File: src/hw/rtl/eau_pkg.sv
// eau_pkg: shared types, codes and helper functions of the effective address unit
// no dependencies; imported by eau_calc and effective_address_unit
package eau_pkg;

   // addressing mode field codes
   localparam logic [2:0] MODE_DREG     = 3'd0;
   localparam logic [2:0] MODE_AREG     = 3'd1;
   localparam logic [2:0] MODE_IND      = 3'd2;
   localparam logic [2:0] MODE_POSTINC  = 3'd3;
   localparam logic [2:0] MODE_PREDEC   = 3'd4;
   localparam logic [2:0] MODE_DISP     = 3'd5;
   localparam logic [2:0] MODE_INDEX    = 3'd6;
   localparam logic [2:0] MODE_SPECIAL  = 3'd7;

   // register field codes under the special mode
   localparam logic [2:0] SUB_ABS_W     = 3'd0;
   localparam logic [2:0] SUB_ABS_L     = 3'd1;
   localparam logic [2:0] SUB_PC_DISP   = 3'd2;
   localparam logic [2:0] SUB_PC_INDEX  = 3'd3;
   localparam logic [2:0] SUB_IMM       = 3'd4;

   // operand size codes
   localparam logic [1:0] SIZE_BYTE     = 2'd0;
   localparam logic [1:0] SIZE_WORD     = 2'd1;

   localparam logic [2:0] STACK_REG     = 3'd7;
   localparam logic [31:0] ADDR24_MASK  = 32'h00FF_FFFF;

   // calculation cycles for byte/word; long adds LONG_EXTRA
   localparam logic [4:0] CYC_IND       = 5'd4;
   localparam logic [4:0] CYC_PREDEC    = 5'd6;
   localparam logic [4:0] CYC_DISP      = 5'd8;
   localparam logic [4:0] CYC_INDEX     = 5'd10;
   localparam logic [4:0] CYC_ABS_L     = 5'd12;
   localparam logic [4:0] CYC_IMM       = 5'd4;
   localparam logic [4:0] LONG_EXTRA    = 5'd4;

   typedef enum logic [1:0] {
      KIND_DREG    = 2'd0,
      KIND_AREG    = 2'd1,
      KIND_MEM     = 2'd2,
      KIND_UNSUPP  = 2'd3
   } kind_type;

   // operand description as used by the calculation
   typedef struct packed {
      logic [2:0]  mode;
      logic [2:0]  reg_num;
      logic [1:0]  op_size;
      logic [31:0] base_value;
      logic [31:0] index_value;
      logic [15:0] ext_first;
      logic [15:0] ext_second;
      logic [31:0] ext_addr;
   } operand_type;

   typedef struct packed {
      logic [4:0]  calc_cycles;
      logic [1:0]  ext_used;
      logic        base_write;
      logic [31:0] new_base;
      logic [31:0] direct_value;
      logic [31:0] eff_addr;
      kind_type    kind;
   } result_type;

   function automatic logic [31:0] sext16(input logic [15:0] v);
      return {{16{v[15]}}, v};
   endfunction

   function automatic logic [31:0] sext8(input logic [7:0] v);
      return {{24{v[7]}}, v};
   endfunction

   // brief extension word: bit 11 picks a long index, low byte is displacement
   function automatic logic [31:0] brief_offset(input logic [15:0] ext,
                                                input logic [31:0] idx);
      logic [31:0] x;
      x = ext[11] ? idx : sext16(idx[15:0]);
      return sext8(ext[7:0]) + x;
   endfunction

   // byte step on the stack pointer keeps it word aligned
   function automatic logic [31:0] step_bytes(input logic [1:0] size,
                                              input logic [2:0] rnum);
      logic [31:0] s;
      case (size)
         SIZE_BYTE: s = (rnum == STACK_REG) ? 32'd2 : 32'd1;
         SIZE_WORD: s = 32'd2;
         default:   s = 32'd4;
      endcase
      return s;
   endfunction

   function automatic logic [31:0] size_mask(input logic [1:0] size);
      logic [31:0] m;
      case (size)
         SIZE_BYTE: m = 32'h0000_00FF;
         SIZE_WORD: m = 32'h0000_FFFF;
         default:   m = 32'hFFFF_FFFF;
      endcase
      return m;
   endfunction

endpackage

File: src/hw/rtl/effective_address_unit.sv
// effective_address_unit: top level, input register, address calculation, result register
// depends on eau_pkg and eau_calc
//
//  channel | direction | word                                 | bits
//  --------+-----------+--------------------------------------+--------
//  req_    | in        | operand mode, regs, ext              | 168
//  rsp_    | out       | address, writeback; kind on tuser    | 104 + 2
//
// one word accepted per cycle while rsp_ does not stall; the input register takes it at the
// accepting edge, the result register takes it when the result stage loads and then offers
// it on rsp_; the combinational calculation in eau_calc sits between the two registers
// reset clears only the two valid flags; payload registers are left as they are
// a stalled rsp_ holds the result register, the input register then fills and
// req_tready drops; both stages move together as soon as rsp_tready returns
module effective_address_unit (
   input  logic         clock,
   input  logic         reset,
   input  logic         req_tvalid,
   output logic         req_tready,
   // mode[2:0], reg_num[5:3], op_size[7:6], base_value[39:8],
   // index_value[71:40], ext_first[87:72], ext_second[103:88],
   // instr_addr[135:104], ext_addr[167:136]
   input  logic [167:0] req_tdata,
   output logic         rsp_tvalid,
   input  logic         rsp_tready,
   // eff_addr[31:0], direct_value[63:32], new_base[95:64],
   // base_write[96], ext_used[98:97], calc_cycles[103:99]
   output logic [103:0] rsp_tdata,
   // kind[1:0]
   output logic [1:0]   rsp_tuser
);
   import eau_pkg::*;

   // input stage
   logic        in_valid_ff, in_valid_in;
   operand_type op_ff, op_in;

   // result stage
   logic        out_valid_ff, out_valid_in;
   result_type  res_ff, res_in;

   logic        out_load;
   logic        in_load;

   // result register takes a new word when empty or being drained
   assign out_load   = !out_valid_ff || rsp_tready;
   // input register moves on when empty or when its word goes to the result stage
   assign in_load    = !in_valid_ff || out_load;
   assign req_tready = in_load;

   // unpack the request word; the opcode address plays no part in the sums
   always_comb begin
      op_in.mode        = req_tdata[2:0];
      op_in.reg_num     = req_tdata[5:3];
      op_in.op_size     = req_tdata[7:6];
      op_in.base_value  = req_tdata[39:8];
      op_in.index_value = req_tdata[71:40];
      op_in.ext_first   = req_tdata[87:72];
      op_in.ext_second  = req_tdata[103:88];
      op_in.ext_addr    = req_tdata[167:136];
   end

   assign in_valid_in  = in_load ? req_tvalid : in_valid_ff;
   assign out_valid_in = out_load ? in_valid_ff : out_valid_ff;

   always_ff @(posedge clock) begin
      if (reset) begin
         in_valid_ff  <= 1'b0;
         out_valid_ff <= 1'b0;
      end else begin
         in_valid_ff  <= in_valid_in;
         out_valid_ff <= out_valid_in;
      end
   end

   // payload registers, no reset needed
   always_ff @(posedge clock) begin
      if (in_load && req_tvalid) begin
         op_ff <= op_in;
      end
      if (out_load && in_valid_ff) begin
         res_ff <= res_in;
      end
   end

   eau_calc u_calc (
      .op  (op_ff),
      .res (res_in)
   );

   // kind sits in the two lowest bits of the result struct
   assign rsp_tvalid = out_valid_ff;
   assign rsp_tdata  = res_ff[105:2];
   assign rsp_tuser  = res_ff.kind;

endmodule

File: src/hw/rtl/eau_calc.sv
// eau_calc: combinational effective address, writeback and timing for one operand
// depends on eau_pkg
module eau_calc (
   input  eau_pkg::operand_type op,
   output eau_pkg::result_type  res
);
   import eau_pkg::*;

   logic        is_long;
   logic [31:0] step;
   logic [31:0] dec_base;
   logic [4:0]  cyc;

   assign is_long  = op.op_size[1];
   assign step     = step_bytes(op.op_size, op.reg_num);
   assign dec_base = op.base_value - step;

   always_comb begin
      res              = '0;
      res.kind         = KIND_MEM;
      res.new_base     = op.base_value;
      cyc              = '0;
      case (op.mode)
         MODE_DREG: begin
            res.kind         = KIND_DREG;
            res.direct_value = op.base_value & size_mask(op.op_size);
         end
         MODE_AREG: begin
            res.kind         = KIND_AREG;
            res.direct_value = op.base_value & size_mask(op.op_size);
         end
         MODE_IND: begin
            res.eff_addr = op.base_value & ADDR24_MASK;
            cyc          = CYC_IND;
         end
         MODE_POSTINC: begin
            res.eff_addr   = op.base_value & ADDR24_MASK;
            res.new_base   = op.base_value + step;
            res.base_write = 1'b1;
            cyc            = CYC_IND;
         end
         MODE_PREDEC: begin
            res.new_base   = dec_base;
            res.eff_addr   = dec_base & ADDR24_MASK;
            res.base_write = 1'b1;
            cyc            = CYC_PREDEC;
         end
         MODE_DISP: begin
            res.eff_addr = op.base_value + sext16(op.ext_first);
            res.ext_used = 2'd1;
            cyc          = CYC_DISP;
         end
         MODE_INDEX: begin
            res.eff_addr = op.base_value + brief_offset(op.ext_first, op.index_value);
            res.ext_used = 2'd1;
            cyc          = CYC_INDEX;
         end
         default: begin
            case (op.reg_num)
               SUB_ABS_W: begin
                  res.eff_addr = sext16(op.ext_first);
                  res.ext_used = 2'd1;
                  cyc          = CYC_DISP;
               end
               SUB_ABS_L: begin
                  // high word comes first
                  res.eff_addr = {op.ext_first, op.ext_second};
                  res.ext_used = 2'd2;
                  cyc          = CYC_ABS_L;
               end
               SUB_PC_DISP: begin
                  res.eff_addr = op.ext_addr + sext16(op.ext_first);
                  res.ext_used = 2'd1;
                  cyc          = CYC_DISP;
               end
               SUB_PC_INDEX: begin
                  res.eff_addr = op.ext_addr + brief_offset(op.ext_first, op.index_value);
                  res.ext_used = 2'd1;
                  cyc          = CYC_INDEX;
               end
               SUB_IMM: begin
                  res.eff_addr = op.ext_addr;
                  res.ext_used = is_long ? 2'd2 : 2'd1;
                  cyc          = CYC_IMM;
               end
               default: begin
                  res.kind = KIND_UNSUPP;
               end
            endcase
         end
      endcase
      res.calc_cycles = (cyc != '0 && is_long) ? cyc + LONG_EXTRA : cyc;
   end

endmodule
File: config.mk
export PLATFORM = sky130hd
export DESIGN_NAME = effective_address_unit
export DESIGN_NICKNAME = d
export VERILOG_FILES = /design/src/hw/rtl/eau_pkg.sv /design/src/hw/rtl/effective_address_unit.sv /design/src/hw/rtl/eau_calc.sv
export SDC_FILE = /design/constraint.sdc
export NUM_CORES = 1
export LEC_CHECK = 0
export BUFFER_PORTS_ARGS = -buffer_cell sky130_fd_sc_hd__buf_2
export CORE_AREA = 2 2 179 181
export DETAILED_ROUTE_END_ITERATION = 6
export DIE_AREA = 0 0 181 183
export GPL_TIMING_DRIVEN = 0
export HOLD_SLACK_MARGIN = 0.08
export PLACE_DENSITY = 0.77
export SYNTH_ARGS = -nofsm -noshare
export SYNTH_HDL_FRONTEND = slang
export SYNTH_SLANG_ARGS = --single-unit
File: constraint.sdc
create_clock -name clock -period 6.8 [get_ports clock]
set_input_delay 1.36 -clock clock [delete_from_list [all_inputs] [get_ports clock]]
set_output_delay 1.36 -clock clock [all_outputs]
set_load 0.02 [all_outputs]
# ---- Word-level counts from Yosys, hierarchy flattened
# Index checks and enable logic that the tools add are counted.
dict set report totals {
  output_inout_bits 108
  word_cells 76
  ff_bits 244
}
dict set report classes {
  reduce_logical 19
  n_mux 18
  eq_ne 12
  bitwise 2
  n_addsub 8
}
# cell n
set op_table {}
lappend op_table {{one-hot mux 32 bit (5 select lines)} 2}
lappend op_table {{adder 32 bit} 6}
lappend op_table {{one-hot mux 32 bit (2 select lines)} 3}
lappend op_table {{2-to-1 mux 32 bit} 3}
lappend op_table {{one-hot mux 33 bit (2 select lines)} 1}
lappend op_table {{AND 32 bit} 2}
lappend op_table {{subtractor 32 bit} 1}
lappend op_table {{one-hot mux 5 bit (5 select lines)} 1}
lappend op_table {{one-hot mux 4 bit (4 select lines)} 1}
lappend op_table {{equality test 3 bit, second input constant} 5}
lappend op_table {{OR reduction 5 bit} 3}
lappend op_table {{equality test 3 x 2 -> 1 bit, second input constant} 4}
lappend op_table {{one-hot mux 2 bit (3 select lines)} 2}
lappend op_table {{OR reduction 2 bit} 4}
lappend op_table {{equality test 3 x 1 -> 1 bit, second input constant} 2}
lappend op_table {{zero test 3 bit} 2}
lappend op_table {{adder 5 x 3 -> 5 bit, second input constant} 1}
lappend op_table {{2-to-1 mux 5 bit} 1}
lappend op_table {{nonzero test 5 bit} 1}
lappend op_table {{2-to-1 mux 2 bit} 2}
lappend op_table {{one-hot mux 2 bit (2 select lines)} 1}
lappend op_table {{logical AND 1 bit} 3}
lappend op_table {{OR reduction 3 bit} 1}
lappend op_table {{equality test 2 x 1 -> 1 bit, second input constant} 1}
lappend op_table {{other kinds (4)} 6}

# ---- Logic depth before layout (Yosys ltp)
# Gate-level depths: netlist of run 1.
dict set report logic_depth {
  word_depth 7
  depth_mapped 25
  depth_no_buf 23
}

# ---- Modules after synthesis
# From an unflattened synthesis of run 1, not the netlist that was laid out.
dict set report hier_totals {
  cells_unflattened 1623
  hier_area_um2 15927.8
}
# module area_per_inst_um2 seq_area_each_um2 cells_per_inst n_inst
set by_module_without_submodules {}
lappend by_module_without_submodules {eau_calc 8557.0 0.0 1371 1}
lappend by_module_without_submodules {effective_address_unit 7370.8 7307.0 252 1}

# ---- Least setup slack after synthesis of run 1
# No wires, ideal clock.
dict set report synth_timing {
  path_type {input -> register}
  from {input port rsp_tready}
  to {register res_ff, in the netlist rsp_tdata[0], enable pin}
  setup_time_ns 0.583
  arrival_ns 6.088
  setup_slack_ns 0.129
  stages 2
  path_cell_list {nor2b_1 > nor2b_1}
}
dict set report synth_between {
  elab_chain_len 2
}
# item line_no
set synth_rtl {}
lappend synth_rtl {{start: declaration} effective_address_unit.sv:25} ;# input logic rsp_tready,
lappend synth_rtl {{logical OR 1 bit} effective_address_unit.sv:46} ;# assign out_load = !out_valid_ff || rsp_tready;
lappend synth_rtl {{logical AND 1 bit} effective_address_unit.sv:81} ;# if (out_load && in_valid_ff) begin
lappend synth_rtl {{end signal: assignment} effective_address_unit.sv:82} ;# res_ff <= res_in;
lappend synth_rtl {{end: declaration} effective_address_unit.sv:40} ;# result_type res_ff, res_in;
# Every way passes these cells.
# A chain may end at the register's enable or synchronous reset.

==> impl_metrics.yaml, run 1 <==
outcome:
  outcome: "finished, final reports clean"
synth:
  yosys.area_share.simple_pct: 15.8
  synth_edf_count: 241
  synth.most_common_cell: "edfxtp_1"
  synthDistinctLibCells: 81
  synth_cells: 1634
  synth_mux_area_share_pct: 1.41
  synth_top_area_cell: "edfxtp_1"
  synth_seq_cells: 243
  synth_async_sr_flop_share_pct: 0
  synth.top_cell.area_share_pct: 45.2
  synth_nets: 1915
  synth_common_cells: "edfxtp_1, nand2_1, o21ai_0"
  yosys.area_share.adder_pct: 8.74
  synth_compound_area_share_pct: 20.0
  synth_top_family_by_area: "compound AO/OA/AOI/OAI gates"
  synth_xor_area_share_pct: 5.79
  ys.warnings.count: 0
  ys_seq_area_share_pct: 45.4
  syn-mean-instance-area_sq_um: 9.81
  syn_area_sq_um: 16000
  yosys_most_used_dff: "edfxtp_1"
  synthTopCellsByArea: "edfxtp_1, ha_1, o21ai_0, nand2_1, a21oi_1"
hold_path:
  whs_path_depth: 2
  holdCritStartpoint: "in_valid_ff"
  hp-class: "reg -> reg"
  hold_end: "rsp_tvalid"
clock_tree:
  postCtsHoldBufs: 0
  numCtsBuffers: 26
  cts_tree: "yes"
  cts_buffer_depth: 3
  clk_pin_slew_worst_paths_ns: 0.06
  h-tree-depth: 1
  clkLatencyLatePin_ns: 0.55
  root_buffer: "clkbuf_16"
  cts.sinks: 243
power:
  switchingPower_mw: 1.33
  p_comb_share_pct: 26.0
  p_int_mw: 2.93
  power_switching_share_pct: 31.2
  p_clk_share_pct: 31.2
  cellPowerDensity_nw_per_um2: 228
  p_leak_nw: 7.61
  vdd_drop_max_mv: 0.197
  p_seq_share_pct: 42.8
cells_and_area:
  utilization_pct: 59.8
  antenna_cells: 0
  drive_above_1_share_pct: 17.2
  finalInstanceArea_sq_um: 18700
  area_growth_pct: 16.6
  nets: 2194
global_routing:
  globalRouteOverflowTotal: 0
  grt.total_usage_pct: 30.1
  grt_max_degree: 79
  first_global_vias: 13400
  antenna_found_initial: 0
  grt_pass1_wl_microns: 77100
die:
  fp.dieArea_sq_um: 33100
  core_area_sq_um: 31200
  io_pins: 280
  fp.dieW_microns: 181
  initial_utilization_pct: 51.3
  rows: 65
  die_h_microns: 183
sta:
  slew_headroom_pct: 40.9
  clock_skew_ns: 0.0115
  fin_ws_ns: 0.393
  min_period_over_period_pct: 94.2
  slew_violations: 0
  period_minus_slack_ns: 6.41
  setup_viol: 0
  worst_pin_slew_ns: 0.886
  rsz0062_at_grt: "false"
  hold_violations: 0
  fmax_mhz: 156
critical_path:
  regToRegEndpoint: "rsp_tdata[31]"
  rrSetupSlack_ns: 0.39
  end_kind: "flip-flop"
  path_class: "reg -> reg"
  cp.arrival_ns: 6.70
  worst_setup_path_start_kind: "flip-flop"
  cp.required_ns: 7.09
  r2r_start: "op_ff[48]"
  r2r_cells: 23
  path_max_fanout: 5
detailed_routing:
  wirelength_microns: 50500
  wl_met2_microns: 22900
  drc_errors: 0
  route.met3.wl_microns: 3990
  detail_route.vias_per_cell: 6.05
  wire_per_inst_microns: 21.6
  drtPass1Iterations: 7
  dr.max_layer_used: "met4"
  drt_iter0_markers: 1323
  vias: 14100
  met1_length_microns: 21800
  postRouteAntennaNets: 0
place:
  portBuffers: 246
  place_ws_ns: 0.238
  place_area_sq_um: 17900
  dp_hpwl_microns: 40100
  gp_congestion: 0.995
run:
  cap_violations: 0
layout make-up:
type	count	area, sq um
Clock buffer	30	687
Timing Repair Buffer	251	1330
Inverter	36	135
Clock inverter	17	110
Buffer	81	325
Multi-Input combinational cell	1274	8310
Fill cell	2672	12500
Tap cell	402	503
Sequential cell	243	7280
metal layers:
| layer | GRT usage [%] | vias up |
|---|---|---|
| met1 | 42.4 | 6657 |
| met4 | 9.66 | 0 |
| met5 | 0 | - |
| met2 | 48.7 | 685 |
| met3 | 4.03 | 105 |
| li1 | - | 6675 |
layout by cell type, fill, tap and decap left out, types with 48 or more instances in the layout:
cell / instances
xnor2_1: 58
a21oi_1: 133
o21ai_0: 151
nor2_1: 113
ha_1: 104
nand2_1: 189
xor2_1: 48
buf_2: 251
edfxtp_1: 241
clkbuf_1: 71
critical path, cell delays in order, from the launching register on:
cell       delay, ns
edfxtp_1        0.53
ha_1            0.30
fa_1            0.40
a21o_1          0.19
a21oi_1         0.22
o21bai_1        0.14
a21oi_2         0.29
o21ai_0         0.25
a31oi_1         0.31
o21bai_1        0.10
a21oi_1         0.17
xor2_1          0.25
o21ai_1         0.17
ha_1            0.38
a21o_1          0.18
a31oi_1         0.24
and3_1          0.22
o21bai_1        0.10
a41oi_1         0.41
o41a_1          0.26
nor3_1          0.09
a2111oi_2       0.51
xnor2_1         0.11
a211o_1         0.30
registers in the layout, indices dropped and copies added (netlist names):
| register | cells |
|---|---|
| in_valid_ff | 1 |
| op_ff | 136 |
| rsp_tdata | 103 |
| rsp_tuser | 2 |
| rsp_tvalid | 1 |
per-stage QoR:
step           hold WS, ns  setup TNS, ns  instances  power, mW
2_1_floorplan        0.478              0       1634       2.59
3_3_place_gp         0.488        -158.05       2282       2.92
3_5_place_dp         0.505              0       2286       2.93
4_1_cts              0.518              0       2333       4.25
5_1_grt              0.542              0       2334       4.45
6_report             0.520              0       2334       4.25
cells by family after synthesis:
kind of cell	count (synthesis)
XOR/XNOR	106
multiplexers	22
AND/OR/NAND/NOR	525
flip-flops	243
AO/OA/AOI/OAI	511
buffers and inverters	117
other	1
adder cells (fa/ha/maj)	109
repair_timing:
item,4_1_cts,5_1_grt
setup endpoints to repair,0,2
gates resized for setup,0,3
setup buffers,0,1
hold endpoints to repair,0,0
power groups by stage:
stage	Clock (mW)	Combinational [mW]	Sequential, mW
4_1_cts	1.35	1.08	1.82
6_report	1.33	1.11	1.82
5_1_grt	1.41	1.21	1.83
3_5_place_dp	0	1.08	1.85
3_3_place_gp	0	1.05	1.86
2_1_floorplan	0	0.708	1.88
worst max-delay path by stage:
| stage | endpoint | startpoint |
|---|---|---|
| after floorplan | rsp_tdata[0] | rsp_tready |
| after global placement | rsp_tdata[31] | rsp_tready |
| after detailed placement | rsp_tdata[31] | op_ff[48] |
| after CTS | rsp_tdata[31] | op_ff[48] |
| after global routing | rsp_tdata[31] | op_ff[48] |
| final | rsp_tdata[31] | op_ff[48] |
Power figures use the tool's default switching activity.
==> run 2: changes to the inputs <==
CORE_AREA = 2 2 188 190   (was 2 2 179 181)
CTS_CLUSTER_SIZE = 12   (was unset)
DIE_AREA = 0 0 190 192   (was 0 0 181 183)
PLACE_DENSITY = 0.71   (was 0.77)
==> run 2 against run 1 <==
Via count fell by 0.65%. Clock power fell by 3%. First-iteration DRC count fell by 11%. Critical path depth did not move. Routed wire length rose by 0.60%. Largest cell class unchanged. Largest power group unchanged.
==> impl_metrics.yaml, run 2 (synthesized netlist as in run 1, its figures left out) <==
outcome:
  outcome: "finished, final reports clean"
sta:
  setup_viol: 0
  slew_headroom_pct: 32.7
  fin_ws_ns: 0.433
  slew_violations: 0
  min_period_over_period_pct: 93.6
  clock_skew_ns: 0.0186
  holdWs_ns: 0.524
  fmax_mhz: 157
  period_minus_slack_ns: 6.37
  tns_ns: 0
  rsz0062_at_grt: "false"
  hold_violations: 0
  worst_pin_slew_ns: 1.01
power:
  cellPowerDensity_nw_per_um2: 225
  vdd_drop_max_mv: 0.204
  total_power_mw: 4.22
  p_leak_nw: 7.58
global_routing:
  grt_pass1_wl_microns: 76300
  antenna_found_initial: 0
  grt.total_usage_pct: 27.5
  grt_max_degree: 73
  first_global_vias: 13200
  globalRouteOverflowTotal: 0
clock_tree:
  numCtsBuffers: 26
  cts_tree: "yes"
  clk_pin_slew_worst_paths_ns: 0.06
  cts.sinks: 243
  h-tree-depth: 1
  cts_buffer_depth: 3
  root_buffer: "clkbuf_16"
  clkLatencyLatePin_ns: 0.55
place:
  dp.cells: 2339
  place_ws_ns: 0.359
  gp_congestion: 0.979
  portBuffers: 246
  dp_hpwl_microns: 40400
cells_and_area:
  area_growth_pct: 16.8
  antenna_cells: 0
  mostFrequentLayoutCells: "buf_2, edfxtp_1, nand2_1"
  nets: 2194
  final_common_cell: "buf_2"
  drive_above_1_share_pct: 17.0
  regMostFlops: "op_ff"
  instances_no_fill: 2382
  largest_reg_flops: 136
die:
  core_area_sq_um: 34300
  initial_utilization_pct: 46.7
  die_h_microns: 192
  fp.dieArea_sq_um: 36500
  io_pins: 280
  rows: 68
  fp.dieW_microns: 190
critical_path:
  crit_top_cell: "o21ai_0"
  path_class: "reg -> reg"
  path_max_fanout: 5
  cp.required_ns: 7.08
  worst_setup_path_start_kind: "flip-flop"
  cp.arrival_ns: 6.65
  end_kind: "flip-flop"
  cp_slowest_cell: "edfxtp_1"
  r2r_cells: 23
  cp_slowest_stage_delay_ns: 0.51
  crit_chain: "ha_1 > fa_1 > a21o_1 > a21oi_1 > o21bai_1 > a21oi_2 > o21ai_0 > a31oi_1 > o21bai_1 > a21oi_1 > xor2_1 > o21ai_0 > ha_1 > a21oi_1 > o21ai_0 > nor3_1 > o211ai_1 > a31oi_1 > o21ai_0 > a211o_1 > nor4_1 > nor3b_1 > a211o_1"
detailed_routing:
  vias: 14000
  wirelength_microns: 50800
  drt_iter0_markers: 1179
  postRouteAntennaNets: 0
  drc_errors: 0
  detail_route.vias_per_cell: 5.89
  drtPass1Iterations: 6
  wire_per_inst_microns: 21.3
hold_path:
  hp-class: "reg -> reg"
  whs_path_depth: 2
run:
  cap_violations: 0
==> run 2: through the flow <==
step,cell area (sq um),util (%)
floorplan,16000,-
global placement,17800,52.0
detailed placement,17900,52.3
CTS,18700,54.5
global route,18700,54.6
finish,18700,54.6
==> run 2: cell type report <==
cell class / instances / area, sq um
repair buffers: 251 / 1330
clock buffers: 33 / 698
plain buffers: 81 / 325
inverters: 36 / 135
multi-input cells: 1274 / 8310
fillers: 3045 / 15600
well taps: 455 / 569
flip-flops and latches: 243 / 7280
clock inverters: 9 / 68.8
==> run 2: repair_timing <==
action / 4_1_cts / 5_1_grt
hold buffers: 0 / 0
setup buffers: 0 / 1
resized for setup: 0 / 2
setup endpoints to repair: 0 / 2
==> run 2: report_power, final <==
part           internal [mW]  total, mW  switching, mW
sequential              1.76       1.82         0.0663
clock                  0.752       1.29          0.539
combinational          0.415       1.11          0.693
==> run 2: path summary, 6_finish.rpt <==
check | slack [ns] | from | to
max reg2reg | 0.43 | op_ff[48] | rsp_tdata[31]
min reg2reg | 0.52 | in_valid_ff | rsp_tvalid
max | 0.43 | op_ff[48] | rsp_tdata[31]
min | 0.52 | in_valid_ff | rsp_tvalid
==> run 2: critical path: cells and delay by family (launching register included) <==
| family | cells | cell delay (ns) |
|---|---|---|
| compound gates | 16 | 3.67 |
| fa+ha+maj | 3 | 1.05 |
| xor+xnor | 1 | 0.31 |
| simple gates | 3 | 0.57 |
| flops | 1 | 0.51 |
==> run 2: metal layers <==
layer | track usage, % | share of wire (%) | vias up
li1 | - | - | 6682
met1 | 38.5 | 44 | 6534
met2 | 44.4 | 44 | 707
met3 | 2.81 | 7.9 | 107
met4 | 9.69 | 3.7 | 0
met5 | 0 | 0 | -
